**config.mk**
```make
export PLATFORM = sky130hd
export DESIGN_NAME = fft_ram
export DESIGN_NICKNAME = d
export VERILOG_FILES = /design/src/design/fft_ram.sv
export SDC_FILE = /design/constraint.sdc
export NUM_CORES = 1
export LEC_CHECK = 0
export BUFFER_PORTS_ARGS = -buffer_cell sky130_fd_sc_hd__buf_4
export CORE_MARGIN = 8
export CORE_UTILIZATION = 34
export DETAILED_ROUTE_END_ITERATION = 6
export GPL_TIMING_DRIVEN = 1
export PLACE_DENSITY = 0.62
export SYNTH_ARGS = -nofsm -noshare
export SYNTH_HDL_FRONTEND = slang
export SYNTH_SLANG_ARGS = --single-unit
```
**constraint.sdc**
```tcl
create_clock -name clk_i -period 1.45 [get_ports clk_i]
set_input_delay 0.0725 -clock clk_i [delete_from_list [all_inputs] [get_ports clk_i]]
set_output_delay 0.0725 -clock clk_i [all_outputs]
set_load 0.005 [all_outputs]
```
**src/design/fft_ram.sv**
```systemverilog
`timescale 1ns / 1ps

module fft_ram #(
  parameter int WIDTH = 8,
  parameter int DEPTH = 16
) (
  input  logic                     clk_i,
  input  logic                     we_i,
  input  logic [$clog2(DEPTH)-1:0] waddr_i,
  input  logic [WIDTH-1:0]         wdata_i,
  input  logic                     re_i,
  input  logic [$clog2(DEPTH)-1:0] raddr_i,
  output logic [WIDTH-1:0]         rdata_o
);

  logic [WIDTH-1:0] mem_q [DEPTH];

  always_ff @(posedge clk_i) begin
    if (we_i) mem_q[waddr_i] <= wdata_i;
    if (re_i) rdata_o <= mem_q[raddr_i];
  end

endmodule

```
* Word level (Yosys, flattened, before mapping)
Memory sizes are Yosys's and may differ from the RTL's. A register that Yosys moved wholly into a read port is not among the register bits. Cells that the tools add are included.
Storage, ports and cells: flip-flop bits (word level) 0, bits in latches 0, memory bits (writable) 128, memory bits (read-only) 0, input port bits 19, memories 1
Memories:
- mem_q | depth 16, bits a word 8, rd ports 1, clocked after memory_dff 1, write ports 1, line 16 | logic [WIDTH-1:0] mem_q [DEPTH];
Operators by class: $add $sub $neg 0, multipliers 0, div/mod/pow operators 0, magnitude comparators 0, eq/ne operators 0, shift operators 0, mux-type cells 2, bitwise gates (word level) 0, reduce and logical (&&, ||, !) cells 0
Operators with widths (count):
- 1-bit two-way mux | 2

* Logic depth before layout (Yosys ltp)
depth after elaboration 2, mapped depth 5, gate-level depth less buffers 3

* Least setup slack after synthesis
OpenSTA, ideal clock, no wires.
path type input to register, start input port waddr_i[2], end memory mem_q[0][0] (enable), arrival time 1182 ps, data required time 1067 ps, slack -115 ps, stages on the path 2, path buffers 0, cell sequence or3b_2 > nor3_1
RTL lines:
- start, declared | line 9 | input logic [$clog2(DEPTH)-1:0] waddr_i,
- end, declared | line 16
Straight into the memory's write port.

==> reports/qor.csv <==
stage,metric,value,unit
logic_synthesis,Synth Area in Adders,0,%
logic_synthesis,Cells after Synth,229,
grt,largest net degree at the start of global routing,17,
pwr,Leak Pwr,0.00216,uW
clock_network,clock sink total,136,
grt,first-pass GRT wire length,16300,um
pwr,PnR Total Power,9100,uW
critical_path,Worst Path Max Fanout,1,
clock_network,"Setup Fix Bufs, Post-CTS",0,
clock_network,total CTS buffers,17,
logic_synthesis,synthesized area,0.00523,mm^2
logic_synthesis,simple-gate share of the synthesized area,3.14,%
finish,FILL cells,1297,
critical_path,critical path data arrival time,1.58,ns
floorplanning,Initial Util,34.6,%
run,max-cap violations,0,
timing,"Hold Vio Cnt, Final",0,
critical_path,Crit Path Class,register to register,
floorplanning,Die H,140,um
clock_network,root buffer cell,clkbuf_16,
timing,Worst Tran Pin Value,0.964,ns
floorplanning,DIE AREA,0.0196,mm^2
finish,Antenna diodes,0,
timing,RSZ-0062 raised after global routing,true,
floorplanning,num rows,45,
timing,skew final,0.00423,ns
logic_synthesis,main combinational cell family by area after synthesis,multiplexers,
clock_network,Longest Clk Path Bufs,2,
logic_synthesis,Synth Area per Inst,22.8,um^2
finish,area grow syn2layout,24.2,%
critical_path,Worst setup EP type,register,
logic_synthesis,Synth Area in XOR/XNOR,0,%
timing,period utilisation layout,98.1,%
routing,routed length per placed instance,20.9,um
timing,# setup viols final,0,
floorplanning,die span in x,140,um
routing,via count,2467,
timing,Tmin final,1.42,ns
logic_synthesis,Compound-Gate Fraction of Synth Area,2.30,%
grt,GRT overflow,0,
outcome,status,"finished, final reports clean",
placed_design,PortBufs,26,
routing,vias per cell,4.95,
pwr,pwr/cell area,1400,mW/mm^2
finish,Seq. cell area,0.00408,mm^2
min_path,Hold WC Path Type,input pin to register,
finish,fraction of layout cells with a size suffix above 1,37.7,%
floorplanning,core area,0.0151,mm^2
clock_network,later-pin clock latency in the skew report,0.41,ns
finish,"most common cell after layout, fill and taps aside",edfxtp_1,
placed_design,routability cong.,0.729,
timing,max-slew violation count,0,
routing,total wire length,10400,um
finish,most frequent cells in the layout,"136 x edfxtp_1, 46 x buf_4, 26 x mux4_2",
logic_synthesis,Synth warnings,0,
clock_network,H-tree depth,4,
finish,Final #Nets,316,
logic_synthesis,#FFs+latches synth,136,
floorplanning,I/O pins,27,
routing,number of iterations in the first detailed-routing pass,5,
clock_network,CTS tree,built,
timing,fmax,703,MHz
logic_synthesis,Syn Nets,248,
critical_path,WP data required,1.61,ns
routing,Antenna Nets Post-Route,0,
pwr,Peak VDD IR,0.824,mV
logic_synthesis,synth unique cells,18,
routing,DRC marker count from the first detailed-route iteration,207,
grt,vias in the first global route,2647,
placed_design,pre-CTS WS,-0.255,ns
logic_synthesis,register area share after synthesis,78.1,%
critical_path,crit start category,register,
clock_network,"CTS clk-pin slew, worst paths",0.06,ns
grt,initial antenna violation count,0,
timing,"Worst Setup Slack, final",0.0274,ns
placed_design,DP HPWL,6930,um
logic_synthesis,mux cell area share after synthesis,14.8,%
grt,Total Routing Usage GR,11.3,%
timing,Setup TNS Final,0,ns
timing,relative slew slack,35.6,%
finish,area of the multi-input gates,0.00108,mm^2
routing,Residual DRC,0,
## path summary, 6_finish.rpt
kind / from / to / slack (ns) / cells after the start
setup / recovery: mem_q[11][5]$_DFFE_PP_ / rdata_o[5]$_DFFE_PP_ / 0.03 / 3
hold / removal: waddr_i[0] / mem_q[0][0]$_DFFE_PP_ / 0.19 / 3
setup reg to reg: mem_q[11][5]$_DFFE_PP_ / rdata_o[5]$_DFFE_PP_ / 0.03 / 3
hold reg to reg: mem_q[14][6]$_DFFE_PP_ / rdata_o[6]$_DFFE_PP_ / 0.76 / 3
## stage by stage
stage	instances	area, um^2	hold slack [ns]	utilization (%)
CTS	498	6480	0.172	43.0
global route	498	6490	0.173	43.0
finish	498	6490	0.186	43.0
floorplan	229	5230	0.171	-
detailed placement	457	5810	0.389	38.5
global placement	457	5810	0.372	38.5
## state kept, by name, summed over array words and instances (netlist names)
register / cells
mem_q: 128
rdata_o: 8
## cell usage after synthesis (all sizes together)
master / instances / area share (%)
a22oi: 16 / 2.3
mux4: 32 / 15
and2: 1 / 0.12
nor2b: 1 / 0.12
edfxtp: 136 / 78
nor3: 4 / 0.38
clkdlybuf4s25: 3 / 0.57
and2b: 1 / 0.14
nand2: 9 / 0.65
buf: 7 / 1.1
nand2b: 2 / 0.24
nor2: 13 / 0.93
nand3: 1 / 0.096
or3b: 1 / 0.17
nand3b: 2 / 0.29
## per-layer routing
metal | share of wire (%) | track usage, % | wire length, um
met3 | 6.8 | 3.91 | 706
met5 | 0 | 0 | 0
met1 | 46 | 15.9 | 4830
met2 | 46 | 16.1 | 4760
met4 | 1.0 | 3.54 | 109
## cells by family after synthesis
logic type	count (synthesis)
mux	32
buf+inv	10
flops	136
simple gates	35
compound gates	16
## critical path, cell delays in order (launching register included)
cell and delay [ns]:
edfxtp_1 0.37, mux4_2 0.53, a22oi_2 0.20, nand2_1 0.08
## timing repair
item	4_1_cts	5_1_grt
setup endpoints to repair	5	7
resized for setup	10	7
hold buffers	9	0
pin swaps	2	2
hold endpoints to repair	136	0
## report_power, final
| part | internal [uW] | switching, uW |
|---|---|---|
| logic | 239 | 245 |
| registers | 4430 | 26.4 |
| clock network | 2540 | 1610 |
| total | 7210 | 1890 |
## final cells by class
cell class                 instances  area share [%]
tap                              188            3.62
clock buffer                      18            6.61
timing repair buffer              59            7.94
multi-input combinational         83            16.6
sequential                       136            62.9
clock inverter                    14            2.31
Power figures use the tool's default switching activity.
